--- src/sv/dttf_pkg.sv ---
// dttf_pkg: shared types and constants for the decimal text to fixed-point converter
`default_nettype none
package dttf_pkg;

    localparam int CHAR_W   = 8;
    localparam int VALUE_W  = 34;
    localparam int INDEX_W  = 4;
    localparam int STATUS_W = 3;

    localparam logic [CHAR_W-1:0] CHAR_NUL   = 8'h00;
    localparam logic [CHAR_W-1:0] CHAR_PLUS  = 8'h2B;
    localparam logic [CHAR_W-1:0] CHAR_MINUS = 8'h2D;
    localparam logic [CHAR_W-1:0] CHAR_ZERO  = 8'h30;
    localparam logic [CHAR_W-1:0] CHAR_NINE  = 8'h39;

    localparam logic [INDEX_W-1:0] POS_MAX = 4'd15;

    typedef enum logic [STATUS_W-1:0] {
        STATUS_OK       = 3'd0,
        STATUS_EMPTY    = 3'd1,
        STATUS_NO_INT   = 3'd2,
        STATUS_INT_OVF  = 3'd3,
        STATUS_FRAC_OVF = 3'd4
    } status_t;

    typedef enum logic [2:0] {
        ST_IDLE,
        ST_INT,
        ST_FRAC,
        ST_DONE,
        ST_DIVIDE,
        ST_EMIT
    } state_t;

    // controller to datapath
    typedef struct packed {
        logic    clear;
        logic    set_neg;
        logic    int_acc;
        logic    frac_acc;
        logic    pos_adv;
        logic    finish_ok;
        logic    last_minus_two;
        logic    finish_err;
        status_t err_code;
        logic    load_out;
    } cmd_t;

    // datapath to controller
    typedef struct packed {
        logic start;
        logic is_digit;
        logic is_nul;
        logic is_minus;
        logic is_plus;
        logic int_none;
        logic int_full;
        logic frac_none;
        logic frac_full;
        logic div_done;
        logic out_free;
    } stat_t;

endpackage
`default_nettype wire

--- src/sv/dttf_if.sv ---
// dttf_if: valid/ready channel interfaces for characters and results
`default_nettype none
interface dttf_char_if;
    logic                          valid;
    logic                          ready;
    logic [dttf_pkg::CHAR_W-1:0]   char_code;
    logic                          start_of_text;

    modport source (output valid, output char_code, output start_of_text, input ready);
    modport sink   (input valid, input char_code, input start_of_text, output ready);
endinterface

interface dttf_result_if;
    logic                                 valid;
    logic                                 ready;
    logic signed [dttf_pkg::VALUE_W-1:0]  value;
    logic [dttf_pkg::INDEX_W-1:0]         last_index;
    logic [dttf_pkg::STATUS_W-1:0]        status;

    modport source (output valid, output value, output last_index, output status, input ready);
    modport sink   (input valid, input value, input last_index, input status, output ready);
endinterface
`default_nettype wire

--- src/sv/dttf_frac_div.sv ---
// dttf_frac_div: restoring divider giving the fraction bits, one quotient bit per cycle
`default_nettype none
module dttf_frac_div #(
    parameter int DIVIDEND_W = 14,
    parameter int DIVISOR_W  = 14,
    parameter int QUOT_W     = 16
) (
    input  wire logic                  clk,
    input  wire logic                  rst_n,
    input  wire logic                  start,
    input  wire logic [DIVIDEND_W-1:0] dividend,
    input  wire logic [DIVISOR_W-1:0]  divisor,
    output logic      [QUOT_W-1:0]     quotient,
    output logic                       done
);
    localparam int CW = $clog2(QUOT_W);

    logic [DIVISOR_W-1:0] rem_reg;
    logic [QUOT_W-1:0]    quot_reg;
    logic [CW-1:0]        cnt_reg;
    logic                 busy_reg;

    logic [DIVISOR_W:0]   rem_dbl;
    logic [DIVISOR_W:0]   rem_diff;
    logic                 fits;

    always_comb
    begin
        rem_dbl  = {rem_reg, 1'b0};
        rem_diff = rem_dbl - {1'b0, divisor};
        fits     = rem_dbl >= {1'b0, divisor};
    end

    assign done     = busy_reg && (cnt_reg == CW'(QUOT_W - 1));
    assign quotient = quot_reg;

    always_ff @(posedge clk or negedge rst_n)
    begin
        if (!rst_n)
        begin
            busy_reg <= 1'b0;
            cnt_reg  <= '0;
        end
        else if (start)
        begin
            busy_reg <= 1'b1;
            cnt_reg  <= '0;
        end
        else if (busy_reg)
        begin
            cnt_reg <= cnt_reg + 1'b1;
            if (done)
            begin
                busy_reg <= 1'b0;
            end
        end
    end

    // remainder stays below the divisor, so the fraction is numerator/divisor < 1
    always_ff @(posedge clk)
    begin
        if (start)
        begin
            rem_reg <= DIVISOR_W'(dividend);
        end
        else if (busy_reg)
        begin
            rem_reg  <= fits ? rem_diff[DIVISOR_W-1:0] : rem_dbl[DIVISOR_W-1:0];
            quot_reg <= {quot_reg[QUOT_W-2:0], fits};
        end
    end
endmodule
`default_nettype wire

--- src/sv/dttf_datapath.sv ---
// dttf_datapath: digit accumulators, position counter, divider and result register
`default_nettype none
module dttf_datapath #(
    parameter int INT_DIGITS  = 5,
    parameter int FRAC_DIGITS = 4,
    parameter int FRAC_BITS   = 16
) (
    input  wire logic                        clk,
    input  wire logic                        rst_n,
    input  wire logic [dttf_pkg::CHAR_W-1:0] char_code,
    input  wire logic                        start_of_text,
    input  wire dttf_pkg::cmd_t              cmd,
    output dttf_pkg::stat_t                  stat,
    dttf_result_if.source                    result
);
    localparam int IAW = $clog2(10 ** INT_DIGITS);
    localparam int ICW = $clog2(INT_DIGITS + 1);
    localparam int FAW = $clog2(10 ** FRAC_DIGITS);
    localparam int FCW = $clog2(FRAC_DIGITS + 1);
    localparam int SW  = $clog2(10 ** FRAC_DIGITS + 1);
    localparam int VW  = dttf_pkg::VALUE_W;
    localparam int XW  = dttf_pkg::INDEX_W;

    logic                   neg_reg;
    logic [IAW-1:0]         int_acc_reg;
    logic [ICW-1:0]         int_cnt_reg;
    logic [FAW-1:0]         frac_acc_reg;
    logic [FCW-1:0]         frac_cnt_reg;
    logic [SW-1:0]          scale_reg;
    logic [XW-1:0]          pos_reg;
    logic [XW-1:0]          last_hold_reg;
    logic                   err_hold_reg;
    dttf_pkg::status_t      code_hold_reg;

    logic                   out_valid_reg;
    logic signed [VW-1:0]   value_reg;
    logic [XW-1:0]          last_reg;
    logic [dttf_pkg::STATUS_W-1:0] status_reg;

    logic [dttf_pkg::CHAR_W-1:0] digit_off;
    logic [3:0]             digit;
    logic [IAW-1:0]         int_base;
    logic [IAW+3:0]         int_wide;
    logic [FAW+3:0]         frac_wide;
    logic [SW+3:0]          scale_wide;
    logic [XW-1:0]          pos_cur;
    logic [XW-1:0]          pos_next;
    logic [FRAC_BITS-1:0]   quotient;
    logic                   div_done;
    logic [VW+IAW+FRAC_BITS-1:0] mag_wide;
    logic [VW-1:0]          mag;
    logic [VW-1:0]          signed_mag;

    always_comb
    begin
        digit_off  = char_code - dttf_pkg::CHAR_ZERO;
        digit      = digit_off[3:0];
        int_base   = cmd.clear ? '0 : int_acc_reg;
        int_wide   = ({4'b0, int_base} << 3) + ({4'b0, int_base} << 1) + (IAW + 4)'(digit);
        frac_wide  = ({4'b0, frac_acc_reg} << 3) + ({4'b0, frac_acc_reg} << 1)
                   + (FAW + 4)'(digit);
        scale_wide = ({4'b0, scale_reg} << 3) + ({4'b0, scale_reg} << 1);
        pos_cur    = cmd.clear ? '0 : pos_reg;
        pos_next   = (pos_cur == dttf_pkg::POS_MAX) ? pos_cur : pos_cur + 1'b1;
        // integer part sits above the fraction bits, wrapped to the output width
        mag_wide   = {VW'(0), int_acc_reg, quotient};
        mag        = mag_wide[VW-1:0];
        signed_mag = neg_reg ? (~mag + 1'b1) : mag;
    end

    always_comb
    begin
        stat.start     = start_of_text;
        stat.is_digit  = (char_code >= dttf_pkg::CHAR_ZERO) && (char_code <= dttf_pkg::CHAR_NINE);
        stat.is_nul    = char_code == dttf_pkg::CHAR_NUL;
        stat.is_minus  = char_code == dttf_pkg::CHAR_MINUS;
        stat.is_plus   = char_code == dttf_pkg::CHAR_PLUS;
        stat.int_none  = int_cnt_reg == '0;
        stat.int_full  = int_cnt_reg == ICW'(INT_DIGITS);
        stat.frac_none = frac_cnt_reg == '0;
        stat.frac_full = frac_cnt_reg == FCW'(FRAC_DIGITS);
        stat.div_done  = div_done;
        stat.out_free  = !out_valid_reg || result.ready;
    end

    dttf_frac_div #(
        .DIVIDEND_W (FAW),
        .DIVISOR_W  (SW),
        .QUOT_W     (FRAC_BITS)
    ) u_div (
        .clk      (clk),
        .rst_n    (rst_n),
        .start    (cmd.finish_ok),
        .dividend (frac_acc_reg),
        .divisor  (scale_reg),
        .quotient (quotient),
        .done     (div_done)
    );

    always_ff @(posedge clk or negedge rst_n)
    begin
        if (!rst_n)
        begin
            int_cnt_reg   <= '0;
            frac_cnt_reg  <= '0;
            pos_reg       <= '0;
            out_valid_reg <= 1'b0;
        end
        else
        begin
            if (cmd.clear)
            begin
                int_cnt_reg <= cmd.int_acc ? ICW'(1) : '0;
            end
            else if (cmd.int_acc)
            begin
                int_cnt_reg <= int_cnt_reg + 1'b1;
            end
            if (cmd.clear)
            begin
                frac_cnt_reg <= '0;
            end
            else if (cmd.frac_acc)
            begin
                frac_cnt_reg <= frac_cnt_reg + 1'b1;
            end
            if (cmd.pos_adv)
            begin
                pos_reg <= pos_next;
            end
            if (cmd.load_out)
            begin
                out_valid_reg <= 1'b1;
            end
            else if (result.ready)
            begin
                out_valid_reg <= 1'b0;
            end
        end
    end

    always_ff @(posedge clk)
    begin
        if (cmd.clear)
        begin
            neg_reg      <= cmd.set_neg;
            frac_acc_reg <= '0;
            scale_reg    <= SW'(1);
        end
        else if (cmd.frac_acc)
        begin
            frac_acc_reg <= frac_wide[FAW-1:0];
            scale_reg    <= scale_wide[SW-1:0];
        end
        if (cmd.clear || cmd.int_acc)
        begin
            int_acc_reg <= cmd.int_acc ? int_wide[IAW-1:0] : '0;
        end
        if (cmd.finish_ok)
        begin
            last_hold_reg <= pos_cur - (cmd.last_minus_two ? XW'(2) : XW'(1));
            err_hold_reg  <= 1'b0;
            code_hold_reg <= dttf_pkg::STATUS_OK;
        end
        else if (cmd.finish_err)
        begin
            last_hold_reg <= '0;
            err_hold_reg  <= 1'b1;
            code_hold_reg <= cmd.err_code;
        end
        if (cmd.load_out)
        begin
            value_reg  <= err_hold_reg ? '0 : signed_mag;
            last_reg   <= last_hold_reg;
            status_reg <= code_hold_reg;
        end
    end

    assign result.valid      = out_valid_reg;
    assign result.value      = value_reg;
    assign result.last_index = last_reg;
    assign result.status     = status_reg;
endmodule
`default_nettype wire

--- src/sv/dttf_controller.sv ---
// dttf_controller: parse state machine driving the datapath
`default_nettype none
module dttf_controller (
    input  wire logic            clk,
    input  wire logic            rst_n,
    input  wire logic            in_valid,
    output logic                 in_ready,
    input  wire dttf_pkg::stat_t stat,
    output dttf_pkg::cmd_t       cmd,
    output dttf_pkg::state_t     state
);
    dttf_pkg::state_t state_reg;
    dttf_pkg::state_t state_next;
    logic             accept;

    always_ff @(posedge clk or negedge rst_n)
    begin
        if (!rst_n)
        begin
            state_reg <= dttf_pkg::ST_IDLE;
        end
        else
        begin
            state_reg <= state_next;
        end
    end

    always_comb
    begin
        cmd        = '0;
        state_next = state_reg;
        in_ready   = 1'b0;
        unique case (state_reg)
            dttf_pkg::ST_IDLE, dttf_pkg::ST_INT, dttf_pkg::ST_FRAC, dttf_pkg::ST_DONE:
            begin
                in_ready = 1'b1;
            end
            dttf_pkg::ST_DIVIDE:
            begin
                if (stat.div_done)
                begin
                    state_next = dttf_pkg::ST_EMIT;
                end
            end
            dttf_pkg::ST_EMIT:
            begin
                if (stat.out_free)
                begin
                    cmd.load_out = 1'b1;
                    state_next   = dttf_pkg::ST_DONE;
                end
            end
            default:
            begin
                state_next = dttf_pkg::ST_IDLE;
            end
        endcase

        accept = in_valid && in_ready;

        if (accept && stat.start)
        begin
            cmd.clear   = 1'b1;
            cmd.pos_adv = 1'b1;
            state_next  = dttf_pkg::ST_INT;
            if (stat.is_nul)
            begin
                cmd.finish_err = 1'b1;
                cmd.err_code   = dttf_pkg::STATUS_EMPTY;
                state_next     = dttf_pkg::ST_EMIT;
            end
            else if (stat.is_minus)
            begin
                cmd.set_neg = 1'b1;
            end
            else if (stat.is_digit)
            begin
                cmd.int_acc = 1'b1;
            end
            else if (!stat.is_plus)
            begin
                cmd.finish_err = 1'b1;
                cmd.err_code   = dttf_pkg::STATUS_NO_INT;
                state_next     = dttf_pkg::ST_EMIT;
            end
        end
        else if (accept && state_reg == dttf_pkg::ST_INT)
        begin
            cmd.pos_adv = 1'b1;
            if (stat.is_digit)
            begin
                if (stat.int_full)
                begin
                    cmd.finish_err = 1'b1;
                    cmd.err_code   = dttf_pkg::STATUS_INT_OVF;
                    state_next     = dttf_pkg::ST_EMIT;
                end
                else
                begin
                    cmd.int_acc = 1'b1;
                end
            end
            else if (stat.int_none)
            begin
                cmd.finish_err = 1'b1;
                cmd.err_code   = dttf_pkg::STATUS_NO_INT;
                state_next     = dttf_pkg::ST_EMIT;
            end
            else if (stat.is_nul)
            begin
                cmd.finish_ok = 1'b1;
                state_next    = dttf_pkg::ST_DIVIDE;
            end
            else
            begin
                // single separator skipped
                state_next = dttf_pkg::ST_FRAC;
            end
        end
        else if (accept && state_reg == dttf_pkg::ST_FRAC)
        begin
            cmd.pos_adv = 1'b1;
            if (stat.is_digit)
            begin
                if (stat.frac_full)
                begin
                    cmd.finish_err = 1'b1;
                    cmd.err_code   = dttf_pkg::STATUS_FRAC_OVF;
                    state_next     = dttf_pkg::ST_EMIT;
                end
                else
                begin
                    cmd.frac_acc = 1'b1;
                end
            end
            else
            begin
                // ending character: with no fraction digits, the last digit sits before the separator
                cmd.finish_ok      = 1'b1;
                cmd.last_minus_two = stat.frac_none;
                state_next         = dttf_pkg::ST_DIVIDE;
            end
        end
    end

    assign state = state_reg;
endmodule
`default_nettype wire

--- src/sv/decimal_text_to_fixed_point.sv ---
// decimal_text_to_fixed_point: top level joining parse controller and datapath
// characters that end no number stream one per cycle
// an ok result turns valid after the ending character is taken, the one-bit-per-cycle
// fraction divider finishes and the result is loaded; an error result skips the divider
// input is held off during division and while a finished result waits on a full output
// asynchronous active-low reset returns to idle with no result pending
`default_nettype none
module decimal_text_to_fixed_point #(
    parameter int INT_DIGITS  = 5,
    parameter int FRAC_DIGITS = 4,
    parameter int FRAC_BITS   = 16
) (
    input  wire logic clk,
    input  wire logic rst_n,
    dttf_char_if.sink     chars,
    dttf_result_if.source result
);
    dttf_pkg::cmd_t   cmd;
    dttf_pkg::stat_t  stat;
    dttf_pkg::state_t ctl_state;
    logic             ctl_ready;

    dttf_controller u_ctl (
        .clk      (clk),
        .rst_n    (rst_n),
        .in_valid (chars.valid),
        .in_ready (ctl_ready),
        .stat     (stat),
        .cmd      (cmd),
        .state    (ctl_state)
    );

    dttf_datapath #(
        .INT_DIGITS  (INT_DIGITS),
        .FRAC_DIGITS (FRAC_DIGITS),
        .FRAC_BITS   (FRAC_BITS)
    ) u_dp (
        .clk           (clk),
        .rst_n         (rst_n),
        .char_code     (chars.char_code),
        .start_of_text (chars.start_of_text),
        .cmd           (cmd),
        .stat          (stat),
        .result        (result)
    );

    assign chars.ready = ctl_ready;

    // error results carry zero value and index
    a_err_zero: assert property (@(posedge clk) disable iff (!rst_n)
        result.valid && result.status != dttf_pkg::STATUS_W'(dttf_pkg::STATUS_OK)
        |-> result.value == '0 && result.last_index == '0)
        else $error("error result with nonzero value or index");

    // empty string goes straight to the result stage
    a_empty: assert property (@(posedge clk) disable iff (!rst_n)
        chars.valid && chars.ready && chars.start_of_text
        && chars.char_code == dttf_pkg::CHAR_NUL
        |=> ctl_state == dttf_pkg::ST_EMIT)
        else $error("empty string did not raise a result");

    // result stage with a free output has the result loaded in the cycle after
    a_emit: assert property (@(posedge clk) disable iff (!rst_n)
        ctl_state == dttf_pkg::ST_EMIT && !(result.valid && !result.ready)
        |=> result.valid && ctl_state == dttf_pkg::ST_DONE)
        else $error("result not loaded into free output");
endmodule
`default_nettype wire

--- src/flat_wrapper.sv ---
// flat-port wrapper written by rule: the top's interface ports become plain ports
module decimal_text_to_fixed_point_flat 
#(
    parameter int INT_DIGITS  = 5,
    parameter int FRAC_DIGITS = 4,
    parameter int FRAC_BITS   = 16
)
  (clk, rst_n, chars_valid, chars_char_code, chars_start_of_text, chars_ready, result_valid, result_value, result_last_index, result_status, result_ready);
  dttf_char_if chars_i ();
  dttf_result_if result_i ();
  input  wire logic clk;
  input  wire logic rst_n;
  input wire logic [$bits(chars_i.valid)-1:0] chars_valid;
  input wire logic [$bits(chars_i.char_code)-1:0] chars_char_code;
  input wire logic [$bits(chars_i.start_of_text)-1:0] chars_start_of_text;
  output wire logic [$bits(chars_i.ready)-1:0] chars_ready;
  output wire logic [$bits(result_i.valid)-1:0] result_valid;
  output wire logic [$bits(result_i.value)-1:0] result_value;
  output wire logic [$bits(result_i.last_index)-1:0] result_last_index;
  output wire logic [$bits(result_i.status)-1:0] result_status;
  input wire logic [$bits(result_i.ready)-1:0] result_ready;
  assign chars_i.valid = chars_valid;
  assign chars_i.char_code = chars_char_code;
  assign chars_i.start_of_text = chars_start_of_text;
  assign chars_ready = chars_i.ready;
  assign result_valid = result_i.valid;
  assign result_value = result_i.value;
  assign result_last_index = result_i.last_index;
  assign result_status = result_i.status;
  assign result_i.ready = result_ready;
  decimal_text_to_fixed_point #(.INT_DIGITS(INT_DIGITS), .FRAC_DIGITS(FRAC_DIGITS), .FRAC_BITS(FRAC_BITS)) u_core (.clk(clk), .rst_n(rst_n), .chars(chars_i), .result(result_i));
endmodule
--- config.mk ---
export PLATFORM = sky130hd
export DESIGN_NAME = decimal_text_to_fixed_point_flat
export DESIGN_NICKNAME = d
export VERILOG_FILES = /design/src/sv/dttf_pkg.sv /design/src/sv/dttf_if.sv /design/src/sv/dttf_frac_div.sv /design/src/sv/dttf_datapath.sv /design/src/sv/dttf_controller.sv /design/src/sv/decimal_text_to_fixed_point.sv /design/src/flat_wrapper.sv
export SDC_FILE = /design/constraint.sdc
export NUM_CORES = 1
export LEC_CHECK = 0
export ABC_AREA = 1
export BUFFER_PORTS_ARGS = -buffer_cell sky130_fd_sc_hd__buf_2
export CAP_MARGIN = 20
export CELL_PAD_IN_SITES_DETAIL_PLACEMENT = 1
export CELL_PAD_IN_SITES_GLOBAL_PLACEMENT = 1
export CORE_MARGIN = 4
export CORE_UTILIZATION = 30
export CTS_BUF_LIST = sky130_fd_sc_hd__clkbuf_4 sky130_fd_sc_hd__clkbuf_8 sky130_fd_sc_hd__clkbuf_16
export CTS_CLUSTER_DIAMETER = 120
export DETAILED_ROUTE_END_ITERATION = 16
export PLACE_DENSITY_LB_ADDON = 0.1
export SLEW_MARGIN = 20
export SYNTH_ARGS = -nofsm -noshare
export SYNTH_HDL_FRONTEND = slang
export SYNTH_SLANG_ARGS = --single-unit
--- constraint.sdc ---
create_clock -name clk -period 2.76 [get_ports clk]
set_input_delay 0.276 -clock clk [delete_from_list [all_inputs] [get_ports clk]]
set_output_delay 0.276 -clock clk [all_outputs]
set_load 0.02 [all_outputs]
### Word level (Yosys, flattened, before mapping)

Index checks and enable logic that the tools add are counted.

| cells by class | value |
|---|---|
| $add $sub $neg | 13 |
| magnitude comparators | 3 |
| equal/unequal tests | 11 |
| mux-type cells | 74 |
| bitwise logic cells | 4 |
| reduce and logical (&&, ||, !) cells | 22 |

Operators with widths:

| cell | number |
|---|---|
| $mux W4 | 17 |
| $mux W3 | 19 |
| $mux W14 | 3 |
| $add A34 B1 Y34 const B | 1 |
| $not A33 Y34 | 1 |
| $mux W33 | 1 |
| $add A14 B14 Y14 | 2 |
| $mux W1 | 25 |
| $add A17 B17 Y17 | 1 |
| $add A17 B4 Y17 | 1 |
| $eq A8 B6 Y1 const B | 2 |
| $mux W16 | 1 |
| $ge A15 B14 Y1 | 1 |
| $add A14 B4 Y14 | 1 |
| $sub A14 B14 Y14 | 1 |
| $eq A3 B3 Y1 const B | 4 |
| $mux W2 | 6 |
| $reduce_bool A2 Y1 | 5 |
| $logic_not A3 Y1 | 3 |
| $pmux W3 S3 | 1 |
| $add A4 B1 Y4 const B | 2 |
| $eq A4 B4 Y1 const B | 2 |
| $ge A8 B6 Y1 const B | 1 |
| $le A8 B6 Y1 const B | 1 |
| 14 further kinds | 25 |

| word-level totals | value |
|---|---|
| register bits | 144 |
| bits of input ports | 13 |
| output and inout port bits | 43 |
| word-level logic and storage cells | 147 |

### Longest topological paths before layout

| logic depth | value |
|---|---|
| depth after elaboration | 11 |
| mapped depth | 19 |
| mapped depth without buffers | 17 |

### Hierarchy

Synthesis repeated with hierarchy kept, for this count alone.

| second synthesis, totals | value |
|---|---|
| cell total of the unflattened synthesis | 1358 |
| area, all modules | 10221.1 um^2 |

Modules (own cells, without submodules):

| module | times used | cells an instance | area an instance (um^2) | sequential area each (um^2) |
|---|---|---|---|---|
| dttf_datapath | 1 | 975 | 7330.8 | 2807.7 |
| dttf_frac_div | 1 | 302 | 2433.6 | 1026.0 |
| dttf_controller | 1 | 81 | 456.7 | 75.1 |

### Least setup slack after synthesis

Ideal clock, no wire load.

| timing | value |
|---|---|
| kind | flip-flop to flip-flop |
| from | register u_core.u_ctl.state_reg[2] (netlist: u_core.u_ctl.state[2]) |
| to | register u_core.u_dp.int_acc_reg[14], data pin |
| setup time | 0.253 ns |
| arrival time | 2.714 ns |
| data required time | 2.507 ns |
| slack | -0.207 ns |
| cell stages (with the launch flop) | 16 |
| buffers on the path | 2 |
| period minus slack after synthesis | 2.967 ns |
| cells stage by stage | dfrtp_1 nor2_4 nand2_4 buf_6 buf_2 nand2_1 fa_1 fa_1 o21ai_0 nand3_1 nand2_1 nand2_1 nand2_1 nand2_1 nand2_1 nor2_1 |

| on the way | value |
|---|---|
| longest elaborated chain between the ends | 9 |
| elaborated cells between the ends (all ways) | 15 |
| those cells by class | add/sub: 2; eq/ne: 3; mux: 5; reduce/logical: 5 |

RTL lines:

| what | line | RTL |
|---|---|---|
| from (decl) | dttf_controller.sv:12 | `dttf_pkg::state_t state_reg;` |
| from (signal assigned) | dttf_controller.sv:20 | `state_reg <= dttf_pkg::ST_IDLE;` |
| from (signal assigned) | dttf_controller.sv:24 | `state_reg <= state_next;` |
| $eq A3 B1 Y1, or another cell as far along | dttf_controller.sv:33, dttf_controller.sv:87 |  |
| $reduce_or A4 Y1 | dttf_controller.sv:33 | `unique case (state_reg)` |
| $mux W1 | dttf_controller.sv:33 |  |
| $logic_and A1 B1 Y1 | dttf_controller.sv:59 | `accept = in_valid && in_ready;` |
| $logic_and A1 B1 Y1 | dttf_controller.sv:61 | `if (accept && stat.start)` |
| $mux W2 | dttf_controller.sv:61 |  |
| $mux W16 | dttf_datapath.sv:58 | `int_base = cmd.clear ? '0 : int_acc_reg;` |
| $add A17 B17 Y17 | dttf_datapath.sv:59 | `int_wide = ({4'b0, int_base} << 3) + ({4'b0, int_base} << 1) + (IAW + 4)'(digit);` |
| $add A17 B4 Y17 | dttf_datapath.sv:59 |  |
| to (signal assigned) | dttf_datapath.sv:157 | `int_acc_reg <= cmd.int_acc ? int_wide[IAW-1:0] : '0;` |
| to (decl) | dttf_datapath.sv:25 | `logic [IAW-1:0] int_acc_reg;` |

Parallel ways exist; a longest one is shown, timed or not.
A chain may end at the register's enable or synchronous reset.

### Final worst setup path

| timing | value |
|---|---|
| from | register u_core.u_ctl.state_reg[2] (netlist: u_core.u_ctl.state[2]) |
| to | register u_core.u_dp.int_acc_reg[12], data pin |

The elaborated chain is that of the path after synthesis.

==> reports/metrics.cfg <==
[setup_path]
arrival_ns = 2.90
cp_slowest_cell = fa_1
cpMostUsedCell = nand2_1
required_ns = 2.96
max_stage_delay_ns = 0.46
crit_start = u_core.u_ctl.state[2]
worstSetupStartpointType = flip-flop
critical_path.max_fanout = 5
crit_type = flip-flop to flip-flop
r2r-start = u_core.u_ctl.state[2]
path_cells = nor2_4 -> buf_6 -> nand2_8 -> nand2_4 -> fa_1 -> fa_2 -> inv_2 -> nand4_1 -> o211ai_1 -> a21o_1 -> nand2_1 -> nand2_1 -> nor2_2
worstSetupEndpointType = flip-flop

[sta]
fmax_ghz = 0.371
rsz0062_at_grt = yes
skew_ns = 0.0139
layout_min_cycle_time_ns = 2.70
hold_ws_ns = 0.115
report.final.slew_viol_count = 0
relSlewSlack = 0.420
setup_violations = 0
tightest_slew_ns = 0.868
finalCritPeriodShare = 0.977
hold_viol = 0

[placement]
globalplace.congestion = 0.828
place_area_mm2 = 0.0111
dp_hpwl_um = 23700
numPortBuffers = 55

[yosys]
synthCells = 1309
syn_nets = 1413
avgSynthCellArea_um2 = 7.80
ys.flop_type = edfxtp_1
yosys_warnings = 0
netlist_area_mm2 = 0.0102
synth_top_family_by_area = simple AND/OR/NAND/NOR gates
yosys_register_bits = 144
synth_largest_area_cell = edfxtp_1
synthArstFlopShare = 0.132
synthXorXnorAreaFrac = 0.0274
synth_compound_area_frac = 0.0964
muxShareOfSynthArea = 0.00147
synth_area_leaders = edfxtp_1 (27%), nand2_1 (12%), ha_1 (10%), inv_1 (7.0%), dfxtp_1 (6.3%)
synth_edf_count = 93
synth_fa_ha_area_frac = 0.117
yosysTopAreaCellShare = 0.273
synth_cell_types = 49
yosysSeqAreaShare = 0.383
synth-simple-area-share = 0.286

[drt]
routed_wl_um = 30000
drc = 0
via_per_inst = 4.73
wire_per_inst_um = 16.1
ant_nets = 0
via_count = 8797
drt_iter0_drc = 401
drt_pass1_iterations = 5

[layout]
n_antenna_cell = 0
drive_above_1_share = 0.162
nNetsFinal = 1502
syn2layout_area_growth_pct = 18.2
fillers = 4078
largest_register_ffs = 34
fin_area_mm2 = 0.0121

[floorplan]
dieArea_mm2 = 0.0371
coreArea_mm2 = 0.0335
die_y_um = 193
fp-row-count = 67
die_x_um = 193
start_util = 0.305
io_pins = 56

[clock_network]
clock-root-buffer = clkbuf_16
cts_inserted_buffers = 17
path_clk_slew_ns = 0.07
clk_path_buf_depth = 2
clock_latency_ns = 0.45
ctsHtreeMaxLevel = 4
cts_tree = yes
cts_sinks = 144

[global_route]
grt_max_degree = 42
antenna_found_initial = 0
gr-total-overflow = 0
grt_pass1_wl_um = 48700
grt_pass1_vias = 9214
track_usage = 0.166

[worst_hold_path]
worstHoldStart = result_ready
hold_path.class = input port to flip-flop

[power_and_ir_drop]
ir_worst_vdd_mv = 0.538
power_leakage_uw = 0.00569
finalPower_uw = 11100
power.density_mw_per_mm2 = 918

[run]
maxCapViolations = 0

[status]
status = completed

==> cells by family (layout without fill, tap and decap cells) <==
group	after synthesis	after routing
and+or+nand+nor	643	644
buffers and inverters	223	324
muxes	1	1
AOI/OAI and AO/OA	175	175
DFF	144	144
xor gates and xnor gates	32	32
adders and majority gates	91	91
==> repair_timing <==
item | CTS | global route
hold buffers | 1 | 0
endpoints found under the hold margin | 19 | 0
setup endpoints to repair | 0 | 7
resized for setup | 0 | 48
setup buffers | 0 | 7
==> synth_stat cells (5+ instances only) <==
cell / number
nand2_2: 7
nand3_1: 93
xor2_1: 18
ha_1: 84
a21o_1: 6
nand2_1: 330
dfxtp_1: 32
nand3b_1: 11
or2_2: 5
nand4_1: 27
o21ai_1: 12
nor2_2: 7
xnor2_1: 14
nor2_4: 5
a21oi_2: 5
dfrtp_1: 19
o21ai_0: 51
a21oi_1: 70
clkbuf_1: 6
fa_1: 7
inv_1: 190
buf_2: 5
nand3_2: 9
edfxtp_1: 93
o22ai_1: 10
o21ai_2: 9
nor2_1: 119
buf_6: 7
inv_2: 10
nor3_1: 13
==> critical path: cells and delay by family, from the launching register on <==
kind	cells	cell delay [ns]
fa+ha+maj	2	0.88
simple gates	7	0.57
flops	1	0.41
compound gates	2	0.36
buf+inv	2	0.22
==> area by class of cell <==
| class | count | area, um^2 | share of cell area |
|---|---|---|---|
| Inverter | 201 | 762 | 0.0631 |
| Tap cell | 448 | 561 | 0.0464 |
| Clock inverter | 14 | 175 | 0.0145 |
| Multi-Input combinational cell | 943 | 5630 | 0.467 |
| Clock buffer | 18 | 450 | 0.0373 |
| Sequential cell | 144 | 3910 | 0.324 |
| Timing Repair Buffer | 91 | 581 | 0.0481 |
==> routing by layer <==
metal  wire length (um)  GRT usage
met1              14700      0.224
met2              14200      0.279
met3                775     0.0284
met4                330     0.0406
met5                  0          0
==> power by group <==
group	leakage, uW	switching (uW)	total (uW)	internal [uW]
Clock	0.000303	980	2460	1490
Sequential	0.00139	379	3570	3190
Combinational	0.00400	3270	5040	1770
==> final timing paths <==
path / to / slack (ns) / cells after the start
worst max-delay path: u_core.u_dp.int_acc_reg[12] / 0.06 / 13
worst min-delay path: u_core.u_dp.result.valid / 0.11 / 4
worst max register to register: u_core.u_dp.int_acc_reg[12] / 0.06 / 13
worst min register to register: u_core.u_dp.result.last_index[3] / 0.42 / 0
max in group asynchronous: u_core.u_dp.frac_cnt_reg[0] / 2.08 / 2
min in group asynchronous: u_core.u_dp.u_div.cnt_reg[0] / 0.33 / 2
==> metrics by stage <==
step / TNS, ns / worst slack [ns] / util / std cells
2_1_floorplan: 0 / 0.00541 / - / 1309
3_3_place_gp: 0 / 0.0855 / 0.332 / 1818
3_5_place_dp: 0 / 0.0145 / 0.332 / 1818
5_1_grt: -0.282 / -0.0916 / 0.360 / 1859
4_1_cts: 0 / 0.0374 / 0.351 / 1851
6_report: 0 / 0.0643 / 0.360 / 1859
==> cell usage in the layout, fill, tap and decap left out, types with 4 or more instances in the layout <==
master and n:
dfxtp_1 32, buf_4 31, edfxtp_1 93, inv_2 12
nand3_1 93, a21o_1 6, ha_1 70, ha_2 4
nand2_1 324, nand2_4 5, nor3_1 12, ha_4 10
dfrtp_1 19, or2_2 5, xnor2_1 14, nand4_1 27
o21ai_2 12, nor2_1 117, inv_4 5, o22ai_1 10
xor2_1 18, clkbuf_16 18, a21oi_2 10, o21ai_0 44
fa_1 6, buf_2 55, nand2_2 11, o21ai_1 16
nand3_2 9, inv_1 186, nor2_4 5, a21oi_1 65
nand3b_1 11, nor2_2 9
(Power assumes the default switching activity.)
